### src/rtl/edge_map_adaptive_threshold_unit_defines.svh
// Assertion macros used by the edge map top level.
`ifndef EDGE_MAP_ADAPTIVE_THRESHOLD_UNIT_DEFINES_SVH
`define EDGE_MAP_ADAPTIVE_THRESHOLD_UNIT_DEFINES_SVH

`ifndef SYNTHESIS

// Same-cycle implication, sampled on clk, off while rst_n is low.
`define EMAT_ASSERT_IMPLY(label, ante, cons) \
    label: assert property (@(posedge clk) disable iff (!rst_n) (ante) |-> (cons)) \
        else $error("edge map check failed");

// Next-cycle implication, sampled on clk, off while rst_n is low.
`define EMAT_ASSERT_NEXT(label, ante, cons) \
    label: assert property (@(posedge clk) disable iff (!rst_n) (ante) |=> (cons)) \
        else $error("edge map check failed");

`else

`define EMAT_ASSERT_IMPLY(label, ante, cons)
`define EMAT_ASSERT_NEXT(label, ante, cons)

`endif

`endif

### src/rtl/emat_pkg.sv
// Shared constants, types and helper functions of the edge map unit.
package emat_pkg;

    // Default sizes of the line stores, the row counter and the job queue.
    localparam int DEF_MAX_WIDTH  = 256;
    localparam int DEF_MAX_HEIGHT = 256;
    localparam int DEF_QUEUE_DEPTH = 4;

    // Register reset values.
    localparam logic [8:0] RST_FRAME_WIDTH  = 9'd188;
    localparam logic [8:0] RST_FRAME_HEIGHT = 9'd120;
    localparam logic [7:0] RST_CONTRAST     = 8'd20;

    // Configuration address map (word index in paddr[3:2]).
    localparam int CFG_ADDR_W = 4;
    localparam logic [1:0] REG_FRAME_WIDTH  = 2'd0;
    localparam logic [1:0] REG_FRAME_HEIGHT = 2'd1;
    localparam logic [1:0] REG_CONTRAST     = 2'd2;

    // Bit positions of the result mask of one job.
    localparam int RES_FIRST  = 0;
    localparam int RES_PREV   = 1;
    localparam int RES_CENTER = 2;
    localparam int RES_LAST   = 3;

    // Position flags carried along the front pipeline.
    typedef struct packed {
        logic       center;
        logic       first;
        logic       after_first;
        logic       last;
        logic [7:0] row;
        logic [7:0] col;
        logic [7:0] last_col;
    } pos_t;

    // One job: all results caused by one pixel.
    typedef struct packed {
        logic [7:0] row;
        logic [7:0] center_col;
        logic [7:0] last_col;
        logic       prev_black;
        logic       center_black;
        logic [3:0] mask;
    } job_t;

    // Sum of three pixels.
    function automatic logic [9:0] add3(input logic [7:0] a, input logic [7:0] b,
                                        input logic [7:0] c);
        return 10'(a) + 10'(b) + 10'(c);
    endfunction

    // Absolute difference of two three-pixel sums.
    function automatic logic [9:0] abs_diff(input logic [9:0] pos, input logic [9:0] neg);
        return (pos >= neg) ? (pos - neg) : (neg - pos);
    endfunction

endpackage

### src/rtl/emat_result_if.sv
// Result output channel: valid/ready handshake with one output pixel.
interface emat_result_if;
    logic       valid;
    logic       ready;
    logic [7:0] out_row;
    logic [7:0] out_column;
    logic       is_black;
    logic       last_in_run;

    modport source (output valid, output out_row, output out_column, output is_black,
                    output last_in_run, input ready);
    modport sink (input valid, input out_row, input out_column, input is_black,
                  input last_in_run, output ready);
endinterface

### src/rtl/emat_back.sv
// Result sequencer: turns one job into up to three output pixels.
module emat_back (
    input  logic           clk,
    input  logic           rst_n,
    input  logic           queue_empty,
    input  emat_pkg::job_t queue_head,
    output logic           pop,
    emat_result_if.source  edges
);

    emat_pkg::job_t cur_reg;
    logic [3:0]     mask_reg, mask_next;
    logic [3:0]     rest;
    logic           busy;
    logic           fire;
    logic           load;

    assign busy = (mask_reg != '0);
    assign rest = mask_reg & (mask_reg - 4'd1);
    assign fire = busy && edges.ready;
    assign load = !queue_empty && (!busy || (fire && (rest == '0)));
    assign pop  = load;

    // Pending results of the current job.
    always_comb
    begin
        mask_next = mask_reg;
        if (load)
        begin
            mask_next = queue_head.mask;
        end
        else if (fire)
        begin
            mask_next = rest;
        end
    end

    always_ff @(posedge clk or negedge rst_n)
    begin
        if (!rst_n)
        begin
            mask_reg <= '0;
        end
        else
        begin
            mask_reg <= mask_next;
        end
    end

    always_ff @(posedge clk)
    begin
        if (load)
        begin
            cur_reg <= queue_head;
        end
    end

    // Lowest pending result goes out first.
    always_comb
    begin
        edges.valid       = busy;
        edges.out_row     = cur_reg.row;
        edges.last_in_run = (rest == '0);
        priority if (mask_reg[emat_pkg::RES_FIRST])
        begin
            edges.out_column = '0;
            edges.is_black   = 1'b1;
        end
        else if (mask_reg[emat_pkg::RES_PREV])
        begin
            edges.out_column = cur_reg.center_col - 8'd1;
            edges.is_black   = cur_reg.prev_black;
        end
        else if (mask_reg[emat_pkg::RES_CENTER])
        begin
            edges.out_column = cur_reg.center_col;
            edges.is_black   = cur_reg.center_black;
        end
        else
        begin
            edges.out_column = cur_reg.last_col;
            edges.is_black   = 1'b1;
        end
    end

endmodule

### src/flat_wrapper.sv
// flat-port wrapper written by rule: the top's interface ports become plain ports
module emat_back_flat 
  (clk, rst_n, queue_empty, queue_head, pop, edges_valid, edges_out_row, edges_out_column, edges_is_black, edges_last_in_run, edges_ready);
  emat_result_if edges_i ();
  input  logic clk;
  input  logic rst_n;
  input  logic queue_empty;
  input  emat_pkg::job_t queue_head;
  output logic pop;
  output wire logic [$bits(edges_i.valid)-1:0] edges_valid;
  output wire logic [$bits(edges_i.out_row)-1:0] edges_out_row;
  output wire logic [$bits(edges_i.out_column)-1:0] edges_out_column;
  output wire logic [$bits(edges_i.is_black)-1:0] edges_is_black;
  output wire logic [$bits(edges_i.last_in_run)-1:0] edges_last_in_run;
  input wire logic [$bits(edges_i.ready)-1:0] edges_ready;
  assign edges_valid = edges_i.valid;
  assign edges_out_row = edges_i.out_row;
  assign edges_out_column = edges_i.out_column;
  assign edges_is_black = edges_i.is_black;
  assign edges_last_in_run = edges_i.last_in_run;
  assign edges_i.ready = edges_ready;
  emat_back u_core (.clk(clk), .rst_n(rst_n), .queue_empty(queue_empty), .queue_head(queue_head), .pop(pop), .edges(edges_i));
endmodule
### config.mk
export PLATFORM = sky130hd
export DESIGN_NAME = emat_back_flat
export DESIGN_NICKNAME = d
export VERILOG_FILES = /design/src/rtl/edge_map_adaptive_threshold_unit_defines.svh /design/src/rtl/emat_pkg.sv /design/src/rtl/emat_result_if.sv /design/src/rtl/emat_back.sv /design/src/flat_wrapper.sv
export SDC_FILE = /design/constraint.sdc
export NUM_CORES = 1
export LEC_CHECK = 0
export BUFFER_PORTS_ARGS = -buffer_cell sky130_fd_sc_hd__buf_2
export CORE_AREA = 2 2 76 78
export CTS_BUF_LIST = sky130_fd_sc_hd__clkbuf_16
export CTS_CLUSTER_SIZE = 8
export DETAILED_ROUTE_END_ITERATION = 10
export DIE_AREA = 0 0 78 80
export GPL_ROUTABILITY_DRIVEN = 0
export PLACE_DENSITY_LB_ADDON = 0.05
export SLEW_MARGIN = 20
export SYNTH_ARGS = -nofsm -noshare
export SYNTH_HDL_FRONTEND = slang
export SYNTH_SLANG_ARGS = --single-unit
### constraint.sdc
create_clock -name clk -period 4.2 [get_ports clk]
set_clock_uncertainty 0.2 [all_clocks]
set_input_delay 0.21 -clock clk [delete_from_list [all_inputs] [get_ports clk]]
set_output_delay 0.21 -clock clk [all_outputs]
set_load 0.02 [all_outputs]
==> metrics.cfg, run 1 <==
[power_and_ir_drop]
p_comb_share_pct = 35.8
p_leak_nw = 0.8526
p_int_w = 0.0009973
power.density_nw_per_um2 = 705.6
pwr-share-clk_pct = 29.3
vdd_drop_max_uv = 293.2
switching_share_pct = 36.14
seq_power_share_pct = 34.9
power.switching_w = 0.0005644

[hold_path]
holdCritPathClass = input port to flop

[die]
die_x_um = 78
die_h_um = 80
io_pins = 54
start_util_pct = 27.20
core_area_um2 = 5405
fp-row-count = 27
dieArea_um2 = 6240

[timing]
final-setup-viol-count = 0
timing.fmax_mhz = 329.4
slew_headroom_pct = 50.40
finalHoldViolations = 0
finalCritPeriodShare_pct = 72.29
rsz0062_at_grt = no
tightest_slew_ns = 0.7441
maxSlewViolCount = 0
tns_ns = 0
min_period_ns = 3.036

[clock_tree]
h-tree-depth = 2
post_cts.repair.setup_buffers = 0
clkTransAtPathRegs_ns = 0.05
cts_sinks = 30
clock_latency_ns = 0.27
clockRootBuffer = clkbuf_16
cts_buffer_depth = 2
cts_tree = done
numCtsBuffers = 5

[logic_synthesis]
synth.avg_cell_area_um2 = 12.57
ys_types = 31
synthFlopType = edfxtp_1
synth_edf_count = 26
syn_area_um2 = 1470
yosys_warnings = 0
ys_seq_area_share_pct = 59.91
async_reset_ff_share_pct = 13.33
synth_seq_cells = 30
synth_cells = 117
syn_nets = 152

[global_route]
grt_util_all_layers_pct = 11.35
grt_start_max_net_pins = 28
grt_pass1_wl_um = 5375
grt.overflow.total = 0
grt_pass1_vias = 1188
antenna_found_initial = 0

[final_layout]
antenna_cells = 0
drive_gt1_share_pct = 36.46
final_cells = 264
synthToLayoutAreaGrowth_pct = 50.55
layout.nets = 226
fillers = 534
largest_reg_flops = 18

[drt]
vias = 1157
first_pass_iters = 4
viasPerCell = 4.383
wire_per_inst_um = 12.52
ant_nets = 0
dr.first_iter.drc_count = 42
wl_um = 3305
drc_errors = 0

[critical_path]
critPathCaptureType = output pin
rrSetupSlack_ns = 1.54
start_kind = flop
cp_top_family = flip-flops
crit_required_ns = 3.79
crit_type = flop to output pin
path_cells = a21oi_1 > or4b_2 > o21ai_2 > buf_4 > buf_2
slowest_stage = dfrtp_1
path_max_fanout = 27
max_stage_delay_ns = 0.65
crit_buf_inv = 2
cp_data_arrival_time_ns = 2.63

[job]
max_cap_viol_count = 0

[outcome]
status = finished clean

[placed_design]
portBuffers = 53
dp.cells = 229
dp_hpwl_um = 2434

synthesized netlist by cell type, types with 3 or more instances:
cell type	instances	area, µm²
a211oi_1	8	60.06
buf_4	8	60.06
clkbuf_1	5	18.77
dfrtp_1	4	100.1
edfxtp_1	26	780.8
inv_1	4	15.01
mux2_2	3	33.78
nand3b_1	4	30.03
nor2_1	3	11.26
nor2b_1	6	37.54
o211ai_1	7	52.55
o21ai_0	9	45.04
o31ai_1	3	22.52
or3_1	4	25.02
worst paths after layout:
| kind | depth (start not counted) | to | startpoint |
|---|---|---|---|
| max in group asynchronous | 2 | u_core.mask_reg[2] | rst_n |
| hold reg to reg | 2 | u_core.mask_reg[3] | u_core.mask_reg[3] |
| setup reg to reg | 4 | u_core.edges.out_row[0] | u_core.mask_reg[1] |
| setup / recovery | 5 | pop | u_core.mask_reg[1] |
| hold / removal | 2 | u_core.mask_reg[0] | edges_ready |
| min in group asynchronous | 2 | u_core.mask_reg[3] | rst_n |
cell type report:
type | count | area (µm²) | area share (%)
clock buffers | 5 | 125.1 | 5.653
clock inverters | 3 | 63.81 | 2.883
inverters | 4 | 15.01 | 0.6784
multi-input cells | 69 | 495.5 | 22.39
flip-flops and latches | 30 | 880.8 | 39.80
well taps | 72 | 90.09 | 4.070
repair buffers | 81 | 543.0 | 24.53
stage by stage:
step / util, % / total power, W / area [µm²] / hold slack, ns / setup slack (ns)
floorplan: - / 0.0009351 / 1470 / -0.2856 / 0.2931
global placement: 32.45 / 0.001094 / 1754 / -0.1847 / 1.484
detailed placement: 32.45 / 0.001107 / 1754 / -0.1820 / 1.417
CTS: 40.95 / 0.001589 / 2213 / 0.03158 / 1.117
global route: 40.95 / 0.001667 / 2213 / 0.02946 / 0.9721
finish: 40.95 / 0.001562 / 2213 / 0.02914 / 1.164
logic make-up (layout without fill, tap and decap cells):
group | Yosys count | after routing | share of synthesized area (%)
xor+xnor | 2 | 2 | 1.192
compound gates | 34 | 34 | 15.57
mux | 3 | 3 | 2.298
flops | 30 | 30 | 59.92
fa+ha+maj | 3 | 3 | 2.213
buf+inv | 18 | 93 | 6.638
simple gates | 27 | 27 | 12.17
metal layers:
layer	part of all wire [%]	track usage, %
met2	51	19.91
met4	1.7	5.263
met3	6.7	3.959
met1	41	12.29
met5	0	0
power groups by stage:
stage               registers (W)  clock network [W]  logic, W
finish                   0.000545           0.000458  0.000559
global route             0.000567           0.000484  0.000617
CTS                      0.000548           0.000467  0.000574
detailed placement       0.000553                  0  0.000554
global placement         0.000551                  0  0.000543
floorplan                0.000484                  0  0.000451
placed cells by master (no fill, tap or decap):
cell,instances
nor3b_1,2
or4_4,1
nand2b_1,1
o21ai_2,1
xnor2_1,1
buf_4,1
o211ai_1,7
dfrtp_1,4
nor2b_1,6
dlygate4sd3_1,27
bufinv_16,2
or4_1,1
o31ai_1,3
mux2_2,3
inv_1,4
or2_2,2
edfxtp_1,26
buf_2,53
o221ai_1,1
a31oi_1,2
clkbuf_16,5
or3_1,4
or3b_2,1
a211oi_1,8
xor2_1,1
maj3_1,2
a21oi_1,2
a311oi_1,2
nand2_1,1
ha_1,1
nor2_1,3
or4b_2,1
nand3b_1,4
clkinv_1,1
o21ai_0,8
repair_timing:
item	in CTS	in global routing
hold buffers	27	0
endpoints found under the hold margin	30	0
resized for setup	0	0
worst reg2reg max path, cell delays in order, from the launching register on:
cell and delay [ns]:
dfrtp_1 0.65, a21oi_1 0.24, or4b_2 0.62, o21ai_2 0.29
buf_4 0.36
Note: power is estimated with default switching activity, not from simulation.
==> run 2: changes to the inputs <==
--- a/config.mk
+++ b/config.mk
@@ -5,12 +5,13 @@
 export SDC_FILE = /design/constraint.sdc
 export NUM_CORES = 1
 export LEC_CHECK = 0
+export ABC_AREA = 1
 export BUFFER_PORTS_ARGS = -buffer_cell sky130_fd_sc_hd__buf_2
-export CORE_AREA = 2 2 76 78
+export CORE_AREA = 2 2 75 77
 export CTS_BUF_LIST = sky130_fd_sc_hd__clkbuf_16
 export CTS_CLUSTER_SIZE = 8
 export DETAILED_ROUTE_END_ITERATION = 10
-export DIE_AREA = 0 0 78 80
+export DIE_AREA = 0 0 77 79
 export GPL_ROUTABILITY_DRIVEN = 0
 export PLACE_DENSITY_LB_ADDON = 0.05
 export SLEW_MARGIN = 20
==> constraint.sdc (replaced) <==
create_clock -name clk -period 2.95 [get_ports clk]
set_clock_uncertainty 0.2 [all_clocks]
set_input_delay 0.1475 -clock clk [delete_from_list [all_inputs] [get_ports clk]]
set_output_delay 0.1475 -clock clk [all_outputs]
set_load 0.02 [all_outputs]
==> run 2 against run 1 <==
Net effect:
- clock-buffer cell count stayed put
- hold slack worse by 0.011 ns
- sequential cell count stayed put
- register-to-register slack worse by 0.86 ns
- synthesized cell count is 15% higher
- sequential power is 29% higher
- first-iteration DRC count is 19% higher
- total power is 40% higher
- critical path depth is 3 higher
- area after synthesis is 3.1% lower
- final area is 1.1% lower
- critical path type unchanged
- highest routed layer unchanged
==> metrics.cfg, run 2 <==
[drt]
wl_met3_um = 215
first_pass_iters = 4
drc_errors = 0
viasPerCell = 4.169
wl_met1_um = 1608
dr.first_iter.drc_count = 50
wl_um = 3293
vias = 1209
wire_per_inst_um = 11.36
ant_nets = 0
topRoutingLayerUsed = met4
wl_met2_um = 1419

[outcome]
status = finished clean

[logic_synthesis]
synth_top_area_share_pct = 54.78
yosysMostFrequentCell = edfxtp_1
synth_seq_cells = 30
syn_area_um2 = 1425
ys_seq_area_share_pct = 61.81
ys_top_cells_by_count = 26 x edfxtp_1, 25 x nand2_1, 16 x inv_1
yosys_warnings = 0
ys_types = 24
synth_cells = 135
syn_nets = 170
async_reset_ff_share_pct = 13.33
synth.avg_cell_area_um2 = 10.56
synthFlopType = edfxtp_1
synth_edf_count = 26
synth_area_leader_cell = edfxtp_1
yosys-top-cells-area = edfxtp_1 55%, dfrtp_1 7.0%, nand2_1 6.6%, nand3_1 4.6%, buf_4 4.2%

[critical_path]
r2r-start = u_core.mask_reg[2]
r2r_end = u_core.cur_reg[17]
crit_required_ns = 2.60
start_kind = flop
critPathCaptureType = output pin
cp_data_arrival_time_ns = 2.24
cp-startpoint = u_core.mask_reg[2]
crit_type = flop to output pin
rrSetupSlack_ns = 0.68
cp-endpoint = pop
path_max_fanout = 28
r2r_cells = 7

[placed_design]
portBuffers = 53
dp_hpwl_um = 2221
dp.cells = 251
dpl_cell_area_um2 = 1717

[die]
io_pins = 54
start_util_pct = 26.70
core_area_um2 = 5338
fp-row-count = 27
dieArea_um2 = 6083
die_h_um = 79
die_x_um = 77

[final_layout]
drive_gt1_share_pct = 30.73
final_cells = 290
most-common-layout-cells = 53 x buf_2, 31 x dlygate4sd3_1, 26 x edfxtp_1, 25 x nand2_1, 17 x inv_1
largest_reg_flops = 18
fin_area_um2 = 2190
final_common_cell = buf_2
seq_area_um2 = 880.8
multiInputGateArea_um2 = 412.9
layout.nets = 252
antenna_cells = 0
synthToLayoutAreaGrowth_pct = 53.64
fillers = 553

[timing]
whs_ns = 0.01854
maxSlewViolCount = 0
final-setup-viol-count = 0
tns_ns = 0
finalCritPeriodShare_pct = 87.62
tightest_slew_ns = 0.5917
timing.fmax_mhz = 386.9
min_period_ns = 2.585
rsz0062_at_grt = no
finalHoldViolations = 0
slew_headroom_pct = 60.50

[global_route]
grt_pass1_wl_um = 5244
grt_util_all_layers_pct = 11.29
antenna_found_initial = 0
grt.overflow.total = 0
grt_start_max_net_pins = 29
grt_pass1_vias = 1162

[clock_tree]
cts_resized = 0
clkTransAtPathRegs_ns = 0.05
clockRootBuffer = clkbuf_16
h-tree-depth = 2
hold_buffers = 31
numCtsBuffers = 5
post_cts.repair.setup_buffers = 0
cts_buffer_depth = 2
cts_sinks = 30
cts_tree = done
clock_latency_ns = 0.27

[hold_path]
holdCritPathClass = input port to asynchronous set/reset pin

[power_and_ir_drop]
power_w = 0.002179
p_leak_nw = 0.9919
vdd_drop_max_uv = 368.4
power.density_nw_per_um2 = 995.0

[job]
max_cap_viol_count = 0

-- run 2: changes by cell type in the layout (fill, tap and decap cells not counted), sizes merged, moves of 3 or more --
| cell | delta |
|---|---|
| inv | +15 |
| mux2 | -3 |
| o22ai | +5 |
| a211oi | -8 |
| o31ai | -3 |
| nand3 | +14 |
| nor2b | -6 |
| or3 | -4 |
| nand2 | +27 |
| nand3b | -4 |
| nor2 | +7 |
| dlygate4sd3 | +4 |
| o211ai | -7 |
-- run 2: logic make-up (layout without fill, tap and decap cells) --
| logic type | count (synthesis) | count (layout) | share of synthesized area [%] |
|---|---|---|---|
| buffers and inverters | 27 | 110 | 9.219 |
| AND/OR/NAND/NOR | 55 | 55 | 18.44 |
| adder cells (fa/ha/maj) | 1 | 1 | 0.8778 |
| XOR/XNOR | 4 | 4 | 2.459 |
| AO/OA/AOI/OAI | 18 | 18 | 7.199 |
| flip-flops | 30 | 30 | 61.81 |
-- run 2: report_power, final --
group          internal [W]  total, W  switching [W]
sequential         0.000613  0.000702      0.0000883
clock              0.000392  0.000570       0.000179
combinational      0.000312  0.000907       0.000594
-- run 2: routing by layer --
metal  vias to the layer above  track usage (%)
met1                       545            14.65
li1                        613                -
met4                         0            4.821
met5                         -                0
met3                         7            3.523
met2                        44            17.46
-- run 2: worst min path at each step --
stage                               endpoint  slack [ns]  cells past startpoint
after detailed placement  u_core.mask_reg[1]       -0.23                      1
after global placement    u_core.mask_reg[3]       -0.23                      1
after global routing      u_core.mask_reg[0]        0.02                      2
final                     u_core.mask_reg[0]        0.02                      2
after floorplan           u_core.mask_reg[0]       -0.35                      0
after CTS                 u_core.mask_reg[1]        0.02                      2
-- run 2: per-stage QoR --
step                      worst slack, ns  utilization (%)
after detailed placement           0.6281            32.16
final                              0.3652            41.02
after global placement             0.6583            32.16
after global routing               0.1521            41.02
after floorplan                    0.9217                -
after CTS                          0.3034            41.02
-- run 2: final cells by class --
cell class / instances / share of cell area [%]
tap: 72 / 4.114
inverter: 18 / 3.086
multi-input combinational: 78 / 18.86
clock buffer: 5 / 5.714
timing repair buffer: 84 / 26.29
sequential: 30 / 40.23
clock inverter: 3 / 1.714
-- run 2: critical path, cell delays in order, from the launching register on --
cell,delay (ns)
dfrtp_1,0.53
inv_2,0.20
nor2_1,0.09
nor2_1,0.13
nand3_2,0.11
nand2_4,0.10
nand2_4,0.08
inv_2,0.44
buf_2,0.27
