$ cat config.mk
export PLATFORM = sky130hd
export DESIGN_NAME = emat_queue
export DESIGN_NICKNAME = d
export VERILOG_FILES = /design/src/rtl/edge_map_adaptive_threshold_unit_defines.svh /design/src/rtl/emat_pkg.sv /design/src/rtl/emat_queue.sv
export SDC_FILE = /design/constraint.sdc
export NUM_CORES = 1
export LEC_CHECK = 0
export BUFFER_PORTS_ARGS = -buffer_cell sky130_fd_sc_hd__buf_2
export CORE_UTILIZATION = 56
export CTS_BUF_LIST = sky130_fd_sc_hd__clkbuf_16
export CTS_CLUSTER_SIZE = 8
export DETAILED_ROUTE_END_ITERATION = 6
export PLACE_DENSITY_LB_ADDON = 0.08
export SLEW_MARGIN = 0
export SYNTH_ARGS = -nofsm -noshare
export SYNTH_HDL_FRONTEND = slang
export SYNTH_SLANG_ARGS = --single-unit
$ cat constraint.sdc
create_clock -name clk -period 2.2 [get_ports clk]
set_input_delay 0.44 -clock clk [delete_from_list [all_inputs] [get_ports clk]]
set_output_delay 0.44 -clock clk [all_outputs]
set_load 0.01 [all_outputs]
$ cat src/rtl/edge_map_adaptive_threshold_unit_defines.svh
// Assertion macros used by the edge map top level.
`ifndef EDGE_MAP_ADAPTIVE_THRESHOLD_UNIT_DEFINES_SVH
`define EDGE_MAP_ADAPTIVE_THRESHOLD_UNIT_DEFINES_SVH

`ifndef SYNTHESIS

// Same-cycle implication, sampled on clk, off while rst_n is low.
`define EMAT_ASSERT_IMPLY(label, ante, cons) \
    label: assert property (@(posedge clk) disable iff (!rst_n) (ante) |-> (cons)) \
        else $error("edge map check failed");

// Next-cycle implication, sampled on clk, off while rst_n is low.
`define EMAT_ASSERT_NEXT(label, ante, cons) \
    label: assert property (@(posedge clk) disable iff (!rst_n) (ante) |=> (cons)) \
        else $error("edge map check failed");

`else

`define EMAT_ASSERT_IMPLY(label, ante, cons)
`define EMAT_ASSERT_NEXT(label, ante, cons)

`endif

`endif

$ cat src/rtl/emat_pkg.sv
// Shared constants, types and helper functions of the edge map unit.
package emat_pkg;

    // Default sizes of the line stores, the row counter and the job queue.
    localparam int DEF_MAX_WIDTH  = 256;
    localparam int DEF_MAX_HEIGHT = 256;
    localparam int DEF_QUEUE_DEPTH = 4;

    // Register reset values.
    localparam logic [8:0] RST_FRAME_WIDTH  = 9'd188;
    localparam logic [8:0] RST_FRAME_HEIGHT = 9'd120;
    localparam logic [7:0] RST_CONTRAST     = 8'd20;

    // Configuration address map (word index in paddr[3:2]).
    localparam int CFG_ADDR_W = 4;
    localparam logic [1:0] REG_FRAME_WIDTH  = 2'd0;
    localparam logic [1:0] REG_FRAME_HEIGHT = 2'd1;
    localparam logic [1:0] REG_CONTRAST     = 2'd2;

    // Bit positions of the result mask of one job.
    localparam int RES_FIRST  = 0;
    localparam int RES_PREV   = 1;
    localparam int RES_CENTER = 2;
    localparam int RES_LAST   = 3;

    // Position flags carried along the front pipeline.
    typedef struct packed {
        logic       center;
        logic       first;
        logic       after_first;
        logic       last;
        logic [7:0] row;
        logic [7:0] col;
        logic [7:0] last_col;
    } pos_t;

    // One job: all results caused by one pixel.
    typedef struct packed {
        logic [7:0] row;
        logic [7:0] center_col;
        logic [7:0] last_col;
        logic       prev_black;
        logic       center_black;
        logic [3:0] mask;
    } job_t;

    // Sum of three pixels.
    function automatic logic [9:0] add3(input logic [7:0] a, input logic [7:0] b,
                                        input logic [7:0] c);
        return 10'(a) + 10'(b) + 10'(c);
    endfunction

    // Absolute difference of two three-pixel sums.
    function automatic logic [9:0] abs_diff(input logic [9:0] pos, input logic [9:0] neg);
        return (pos >= neg) ? (pos - neg) : (neg - pos);
    endfunction

endpackage

$ cat src/rtl/emat_queue.sv
// Short job queue between the front pipeline and the result sequencer.
module emat_queue #(
    parameter int DEPTH = emat_pkg::DEF_QUEUE_DEPTH
) (
    input  logic          clk,
    input  logic          rst_n,
    input  logic          push,
    input  emat_pkg::job_t push_job,
    input  logic          pop,
    output emat_pkg::job_t head,
    output logic          full,
    output logic          empty
);

    localparam int PW = $clog2(DEPTH);
    localparam int CW = $clog2(DEPTH + 1);

    emat_pkg::job_t slot_reg [DEPTH];
    logic [PW-1:0] wr_ptr_reg, wr_ptr_next;
    logic [PW-1:0] rd_ptr_reg, rd_ptr_next;
    logic [CW-1:0] count_reg, count_next;

    // Pointer and fill count updates.
    always_comb
    begin
        wr_ptr_next = wr_ptr_reg;
        rd_ptr_next = rd_ptr_reg;
        count_next  = count_reg;
        if (push)
        begin
            wr_ptr_next = (wr_ptr_reg == PW'(DEPTH - 1)) ? '0 : wr_ptr_reg + PW'(1);
        end
        if (pop)
        begin
            rd_ptr_next = (rd_ptr_reg == PW'(DEPTH - 1)) ? '0 : rd_ptr_reg + PW'(1);
        end
        if (push && !pop)
        begin
            count_next = count_reg + CW'(1);
        end
        else if (pop && !push)
        begin
            count_next = count_reg - CW'(1);
        end
    end

    always_ff @(posedge clk or negedge rst_n)
    begin
        if (!rst_n)
        begin
            wr_ptr_reg <= '0;
            rd_ptr_reg <= '0;
            count_reg  <= '0;
        end
        else
        begin
            wr_ptr_reg <= wr_ptr_next;
            rd_ptr_reg <= rd_ptr_next;
            count_reg  <= count_next;
        end
    end

    // Job storage.
    always_ff @(posedge clk)
    begin
        if (push)
        begin
            slot_reg[wr_ptr_reg] <= push_job;
        end
    end

    assign head  = slot_reg[rd_ptr_reg];
    assign full  = (count_reg == CW'(DEPTH));
    assign empty = (count_reg == '0);

endmodule

==> impl_metrics.xml, run 1 <==
<?xml version="1.0" encoding="UTF-8"?>
<metrics>
  <group name="critical_path">
    <metric name="cp_max_fo" unit="">5</metric>
    <metric name="max_stage_delay_on_crit_path" unit="ns">0.55</metric>
    <metric name="worstSetupPathType" unit="">reg2out</metric>
    <metric name="crit_slowest_cell" unit="">mux4_1</metric>
    <metric name="worst-endpoint-arrival" unit="ns">1.73</metric>
    <metric name="reg2reg_setup_slack" unit="ns">0.62</metric>
    <metric name="timing.critical_path.cells" unit="">buf_4 &gt; mux4_1 &gt; buf_2</metric>
    <metric name="regToRegEndpoint" unit="">slot_reg[2][9]$_DFFE_PP_</metric>
    <metric name="ff2ff_path_depth" unit="">4</metric>
    <metric name="worstSetupEndpointType" unit="">primary output</metric>
    <metric name="timing.critical_path.required" unit="ns">1.76</metric>
    <metric name="timing.critical_path.from_type" unit="">flip-flop</metric>
    <metric name="reg2reg_from" unit="">wr_ptr_reg[0]$_DFFE_PN0P_</metric>
  </group>
  <group name="timing">
    <metric name="timing.final.setup_violations" unit="">0</metric>
    <metric name="fin_setup_tns" unit="ns">0</metric>
    <metric name="final_hold_viol_count" unit="">0</metric>
    <metric name="max-slew-margin-rel" unit="%">72.3</metric>
    <metric name="grt_setup_unrepaired" unit="">true</metric>
    <metric name="clock_skew" unit="ns">0.00643</metric>
    <metric name="fin_crit_sh" unit="%">98.7</metric>
    <metric name="period_needed" unit="ns">2.17</metric>
    <metric name="slew_violations" unit="">0</metric>
    <metric name="worst_slew_pin_slew" unit="ns">0.415</metric>
    <metric name="fmax" unit="GHz">0.460</metric>
  </group>
  <group name="route">
    <metric name="vias" unit="">2228</metric>
    <metric name="drtIter0Drc" unit="">99</metric>
    <metric name="routed_via_density" unit="">5.53</metric>
    <metric name="detail_route.wirelength" unit="um">7860</metric>
    <metric name="route.antenna.remaining_nets" unit="">0</metric>
    <metric name="wire_per_inst" unit="um">19.5</metric>
    <metric name="drcViolationCount" unit="">0</metric>
    <metric name="detailedRoute.firstPassIterationCount" unit="">4</metric>
  </group>
  <group name="cells_and_area">
    <metric name="finish.net_count" unit="">326</metric>
    <metric name="most_frequent_standard_cell_in_the_layout_excluding_fill_and_tap_cells" unit="">edfxtp_1</metric>
    <metric name="final.fill_count" unit="">506</metric>
    <metric name="final_core_utilization" unit="%">72.4</metric>
    <metric name="layout.area.seq" unit="um^2">3780</metric>
    <metric name="largest_register_ff_count" unit="">120</metric>
    <metric name="drive_above_1_share" unit="%">49.3</metric>
    <metric name="layout.cells.most_common_list" unit="">edfxtp_1 (120), buf_2 (59), mux4_2 (29)</metric>
    <metric name="multiInputGateArea" unit="um^2">906</metric>
    <metric name="insertedDiodeCount" unit="">0</metric>
    <metric name="areaGrowthSynthToFinish" unit="%">25.0</metric>
  </group>
  <group name="run_status">
    <metric name="run_status" unit="">completed</metric>
  </group>
  <group name="power_and_ir_drop">
    <metric name="vdd.ir_drop.worst" unit="mV">0.748</metric>
    <metric name="static-leakage-power" unit="nW">2.14</metric>
    <metric name="power_per_cell_area" unit="nW/um^2">1400</metric>
    <metric name="sum_of_internal_switching_and_leakage_power" unit="mW">8.40</metric>
  </group>
  <group name="logic_synthesis">
    <metric name="ys_warn_count" unit="">0</metric>
    <metric name="synthesis.area_per_instance" unit="um^2">24.7</metric>
    <metric name="synth_nets" unit="">235</metric>
    <metric name="syn-instance-count" unit="">194</metric>
    <metric name="count_of_cell_types_in_the_netlist" unit="">19</metric>
    <metric name="synth_seq_area_share" unit="%">79.0</metric>
    <metric name="synth_seq_cells" unit="">127</metric>
    <metric name="mappedNetlistArea" unit="um^2">4780</metric>
  </group>
  <group name="worst_hold_path">
    <metric name="hold-path-cell-count" unit="">1</metric>
    <metric name="worst_hold_path.endpoint" unit="">slot_reg[1][16]$_DFFE_PP_</metric>
    <metric name="hold_start" unit="">push_job[16]</metric>
    <metric name="hold_path.class" unit="">in2reg</metric>
  </group>
  <group name="cts">
    <metric name="tritoncts" unit="">built</metric>
    <metric name="cts.htree.levels" unit="">4</metric>
    <metric name="cts-buffers-inserted" unit="">17</metric>
    <metric name="cts-root-buf" unit="">clkbuf_16</metric>
    <metric name="clk_transition_reported_paths" unit="ns">0.05</metric>
    <metric name="max-clock-path-buffers" unit="">2</metric>
    <metric name="cts.sink_count" unit="">127</metric>
    <metric name="worstSkewPairLatency" unit="ns">0.40</metric>
  </group>
  <group name="global_routing">
    <metric name="pin_count_of_the_biggest_net_entering_global_routing" unit="">31</metric>
    <metric name="antenna_found_initial" unit="">0</metric>
    <metric name="grt_first_pass_wirelength" unit="um">12000</metric>
    <metric name="grt_remaining_overflow" unit="">0</metric>
    <metric name="via_count_of_the_first_global_routing_pass" unit="">2294</metric>
    <metric name="globalRouteTotalUtil" unit="%">19.8</metric>
  </group>
  <group name="floorplan">
    <metric name="die_area" unit="um^2">8920</metric>
    <metric name="effective_utilization_at_floorplan" unit="%">57.9</metric>
    <metric name="placeableCoreArea" unit="um^2">8260</metric>
    <metric name="io_pins" unit="">66</metric>
    <metric name="chip_height" unit="um">94.4</metric>
    <metric name="rows" unit="">33</metric>
    <metric name="dieWidth" unit="um">94.4</metric>
  </group>
  <group name="place">
    <metric name="place_congestion" unit="">0.675</metric>
    <metric name="place_hpwl" unit="um">4790</metric>
    <metric name="io_buffer_count" unit="">65</metric>
  </group>
  <group name="flow_run">
    <metric name="maxCapViolations" unit="">0</metric>
  </group>
</metrics>
[final cells by class]
| class | count | share of cell area (%) |
|---|---|---|
| sequential | 127 | 63.2 |
| multi-input combinational | 56 | 15.1 |
| timing repair buffer | 79 | 8.83 |
| clock buffer | 17 | 7.11 |
| clock inverter | 15 | 3.24 |
| tap | 105 | 2.20 |
| inverter | 4 | 0.251 |
[routing by layer]
metal	routed length, um	global-route usage [%]	up-vias
met3	352	7.00	9
met5	0	0	-
li1	-	-	997
met4	93	7.82	0
met1	3340	25.0	1157
met2	4080	31.8	65
[logic make-up (layout without fill, tap and decap cells)]
family                     Yosys count  in the layout  share of synthesized area [%]
and+or+nand+nor                     11             11                           1.18
adders and majority gates            7              7                           1.99
buffers and inverters               11            115                           2.12
AOI/OAI and AO/OA                    2              2                          0.209
muxes                               33             33                           15.0
xor gates and xnor gates             3              3                          0.549
DFF                                127            127                           79.0
[worst max path at each step]
stage	end	start	cells past startpoint	slack [ns]
6_report	head[18]	rd_ptr_reg[0]$_DFFE_PN0P_	3	0.03
5_1_grt	head[10]	rd_ptr_reg[0]$_DFFE_PN0P_	3	-0.03
4_1_cts	head[18]	rd_ptr_reg[0]$_DFFE_PN0P_	3	0.0002
3_5_place_dp	head[12]	rd_ptr_reg[0]$_DFFE_PN0P_	3	0.28
3_3_place_gp	head[12]	rd_ptr_reg[0]$_DFFE_PN0P_	3	0.28
2_1_floorplan	slot_reg[0][0]$_DFFE_PP_	wr_ptr_reg[0]$_DFFE_PN0P_	3	0.44
[synth_stat cells, drive strengths merged]
cell type  count  area share, %
edfxtp       120             75
mux4          30             14
buf            7            1.8
dfrtp          7            3.7
ha             6            1.6
and2           4           0.52
inv            4           0.31
mux2           3           0.71
nor2           3           0.24
nand2          2           0.16
o21ai          2           0.21
xor2           2           0.37
fa             1           0.42
nor3           1           0.10
nor3b          1           0.16
xnor2          1           0.18
[worst max-delay path, delay by kind of cell, from the launching register on]
family	cells	cell delay, ns
DFF	1	0.45
buffers and inverters	2	0.33
muxes	1	0.55
[stage by stage]
stage | setup slack [ns] | instance area [um^2] | hold slack, ns | std cells
detailed placement | 0.284 | 5290 | 0.296 | 368
finish | 0.0280 | 5980 | 0.254 | 403
floorplan | 0.442 | 4780 | 0.144 | 194
CTS | 0.000216 | 5940 | 0.237 | 403
global route | -0.0260 | 5980 | 0.234 | 403
global placement | 0.283 | 5290 | 0.294 | 368
[power breakdown]
part / total (mW) / leakage (nW) / switching, mW / internal [mW]
Sequential: 3.31 / 1.18 / 0.187 / 3.12
Combinational: 2.22 / 0.672 / 1.04 / 1.18
Clock: 2.87 / 0.289 / 0.983 / 1.89
Total: 8.40 / 2.14 / 2.21 / 6.18
[what timing repair did]
action	CTS	global route
resized for setup	4	6
endpoints found under the setup margin	30	12
setup buffers	2	0
hold buffers	1	0
endpoints found under the hold margin	7	0
Note: power is estimated with default switching activity, not from simulation.
==> run 2: changes to the inputs <==
--- a/config.mk
+++ b/config.mk
@@ -6,7 +6,7 @@
 export NUM_CORES = 1
 export LEC_CHECK = 0
 export BUFFER_PORTS_ARGS = -buffer_cell sky130_fd_sc_hd__buf_2
-export CORE_UTILIZATION = 56
+export CORE_UTILIZATION = 60
 export CTS_BUF_LIST = sky130_fd_sc_hd__clkbuf_16
 export CTS_CLUSTER_SIZE = 8
 export DETAILED_ROUTE_END_ITERATION = 6
==> constraint.sdc (replaced) <==
create_clock -name clk -period 2.8 [get_ports clk]
set_input_delay 0.56 -clock clk [delete_from_list [all_inputs] [get_ports clk]]
set_output_delay 0.56 -clock clk [all_outputs]
set_load 0.02 [all_outputs]
==> run 2 against run 1 <==
Global-route usage increased by 1.7 points. Final cell count decreased by 2.5%. Utilization increased by 2.4 points. Largest cell class unchanged.
==> impl_metrics.xml, run 2 (same netlist as run 1, synthesis figures left out) <==
<?xml version="1.0" encoding="UTF-8"?>
<metrics>
  <group name="floorplan">
    <metric name="placeableCoreArea" unit="um^2">7730</metric>
    <metric name="die_area" unit="um^2">8340</metric>
    <metric name="rows" unit="">32</metric>
    <metric name="io_pins" unit="">66</metric>
    <metric name="effective_utilization_at_floorplan" unit="%">61.9</metric>
    <metric name="chip_height" unit="um">91.3</metric>
    <metric name="dieWidth" unit="um">91.3</metric>
  </group>
  <group name="timing">
    <metric name="max-slew-margin-rel" unit="%">45.3</metric>
    <metric name="timing.final.setup_violations" unit="">0</metric>
    <metric name="slew_violations" unit="">0</metric>
    <metric name="fin_setup_tns" unit="ns">0</metric>
    <metric name="period_needed" unit="ns">2.46</metric>
    <metric name="setup_ws_post_layout" unit="ns">0.341</metric>
    <metric name="fmax" unit="GHz">0.407</metric>
    <metric name="fin_crit_sh" unit="%">87.8</metric>
    <metric name="final_hold_viol_count" unit="">0</metric>
    <metric name="clock_skew" unit="ns">0.0122</metric>
    <metric name="grt_setup_unrepaired" unit="">false</metric>
    <metric name="timing.hold.ws" unit="ns">0.369</metric>
    <metric name="worst_slew_pin_slew" unit="ns">0.821</metric>
  </group>
  <group name="cts">
    <metric name="clk_transition_reported_paths" unit="ns">0.05</metric>
    <metric name="worstSkewPairLatency" unit="ns">0.41</metric>
    <metric name="tritoncts" unit="">built</metric>
    <metric name="cts_post_setup_buffers_inserted" unit="">0</metric>
    <metric name="ctsResizeCount" unit="">0</metric>
    <metric name="cts-buffers-inserted" unit="">17</metric>
    <metric name="cts.htree.levels" unit="">4</metric>
    <metric name="cts.sink_count" unit="">127</metric>
    <metric name="max-clock-path-buffers" unit="">2</metric>
    <metric name="cts_hold_repair.buffers" unit="">1</metric>
    <metric name="cts-root-buf" unit="">clkbuf_16</metric>
  </group>
  <group name="worst_hold_path">
    <metric name="hold-path-cell-count" unit="">1</metric>
    <metric name="hold_start" unit="">push_job[13]</metric>
    <metric name="worst_hold_path.endpoint" unit="">slot_reg[2][13]$_DFFE_PP_</metric>
    <metric name="hold_path.class" unit="">in2reg</metric>
  </group>
  <group name="cells_and_area">
    <metric name="design_area" unit="um^2">5780</metric>
    <metric name="final.fill_count" unit="">443</metric>
    <metric name="drive_above_1_share" unit="%">46.4</metric>
    <metric name="largest_register_ff_count" unit="">120</metric>
    <metric name="insertedDiodeCount" unit="">0</metric>
    <metric name="final_core_utilization" unit="%">74.9</metric>
    <metric name="areaGrowthSynthToFinish" unit="%">20.9</metric>
    <metric name="layout.cells.most_common_list" unit="">edfxtp_1 (120), buf_2 (65), mux4_2 (28)</metric>
    <metric name="finish.net_count" unit="">320</metric>
    <metric name="most_frequent_standard_cell_in_the_layout_excluding_fill_and_tap_cells" unit="">edfxtp_1</metric>
  </group>
  <group name="critical_path">
    <metric name="regToRegEndpoint" unit="">slot_reg[0][21]$_DFFE_PP_</metric>
    <metric name="cp_max_fo" unit="">29</metric>
    <metric name="ff2ff_path_depth" unit="">4</metric>
    <metric name="buffers_inverters_on_critical_path" unit="">2</metric>
    <metric name="timing.critical_path.cells" unit="">buf_12 &gt; mux4_1 &gt; buf_2</metric>
    <metric name="max_stage_delay_on_crit_path" unit="ns">0.58</metric>
    <metric name="worst-endpoint-arrival" unit="ns">1.90</metric>
    <metric name="timing.critical_path.from_type" unit="">flip-flop</metric>
    <metric name="worstSetupEndpointType" unit="">primary output</metric>
    <metric name="largest_delay_share_family_worst_path" unit="">multiplexers</metric>
    <metric name="reg2reg_from" unit="">wr_ptr_reg[0]$_DFFE_PN0P_</metric>
    <metric name="timing.critical_path.required" unit="ns">2.24</metric>
    <metric name="reg2reg_setup_slack" unit="ns">1.00</metric>
    <metric name="worstSetupPathType" unit="">reg2out</metric>
    <metric name="path_depth" unit="">3</metric>
    <metric name="crit_slowest_cell" unit="">mux4_1</metric>
  </group>
  <group name="global_routing">
    <metric name="grt_remaining_overflow" unit="">0</metric>
    <metric name="globalRouteTotalUtil" unit="%">21.5</metric>
    <metric name="pin_count_of_the_biggest_net_entering_global_routing" unit="">31</metric>
    <metric name="antenna_found_initial" unit="">0</metric>
    <metric name="via_count_of_the_first_global_routing_pass" unit="">2409</metric>
    <metric name="grt_first_pass_wirelength" unit="um">12500</metric>
  </group>
  <group name="route">
    <metric name="route.antenna.remaining_nets" unit="">0</metric>
    <metric name="routed_via_density" unit="">5.53</metric>
    <metric name="drtIter0Drc" unit="">139</metric>
    <metric name="drcViolationCount" unit="">0</metric>
    <metric name="vias" unit="">2175</metric>
    <metric name="wire_per_inst" unit="um">20.3</metric>
    <metric name="detail_route.wirelength" unit="um">7960</metric>
    <metric name="detailedRoute.firstPassIterationCount" unit="">4</metric>
  </group>
  <group name="place">
    <metric name="io_buffer_count" unit="">65</metric>
    <metric name="place_congestion" unit="">0.718</metric>
    <metric name="pre_cts_ws" unit="ns">0.734</metric>
    <metric name="placed_cell_area" unit="um^2">5220</metric>
    <metric name="place_hpwl" unit="um">4710</metric>
  </group>
  <group name="power_and_ir_drop">
    <metric name="static-leakage-power" unit="nW">2.07</metric>
    <metric name="power_per_cell_area" unit="nW/um^2">1110</metric>
    <metric name="vdd.ir_drop.worst" unit="mV">0.590</metric>
  </group>
  <group name="flow_run">
    <metric name="maxCapViolations" unit="">0</metric>
  </group>
  <group name="run_status">
    <metric name="run_status" unit="">completed</metric>
  </group>
</metrics>
-- run 2: through the flow --
stage                     cells  power [mW]
final                       393        6.41
after global routing        393        6.67
after CTS                   393        6.49
after detailed placement    361        4.45
after global placement      361        4.40
after floorplan             194        3.97
-- run 2: where the power goes --
part	internal, mW	total, mW	switching, mW	leakage, nW
sequential	2.45	2.59	0.136	1.18
combinational	0.783	1.80	1.02	0.622
clock	1.28	2.02	0.738	0.264
total	4.52	6.41	1.89	2.07
-- run 2: worst max path at each step --
stage / endpoint / start / slack (ns)
floorplan: slot_reg[0][0]$_DFFE_PP_ / wr_ptr_reg[0]$_DFFE_PN0P_ / 1.04
global placement: head[18] / rd_ptr_reg[0]$_DFFE_PN0P_ / 0.74
detailed placement: head[28] / rd_ptr_reg[0]$_DFFE_PN0P_ / 0.73
CTS: head[28] / rd_ptr_reg[0]$_DFFE_PN0P_ / 0.30
global route: head[28] / rd_ptr_reg[0]$_DFFE_PN0P_ / 0.24
finish: head[28] / rd_ptr_reg[0]$_DFFE_PN0P_ / 0.34
-- run 2: cell type report --
class | count | area, um^2 | share of cell area, %
multi-input combinational | 56 | 910 | 15.7
sequential | 127 | 3780 | 65.3
clock buffer | 17 | 425 | 7.35
tap | 102 | 128 | 2.21
inverter | 4 | 15.0 | 0.260
timing repair buffer | 73 | 400 | 6.92
clock inverter | 14 | 126 | 2.18
-- run 2: metal layers --
metal	global-route usage, %	vias to the layer above	routed length [um]	part of all wire (%)
met2	35.4	79	4320	54
met1	26.9	1106	3110	39
li1	-	983	-	-
met5	0	-	0	0
met3	5.70	7	441	5.5
met4	10.4	0	96	1.2
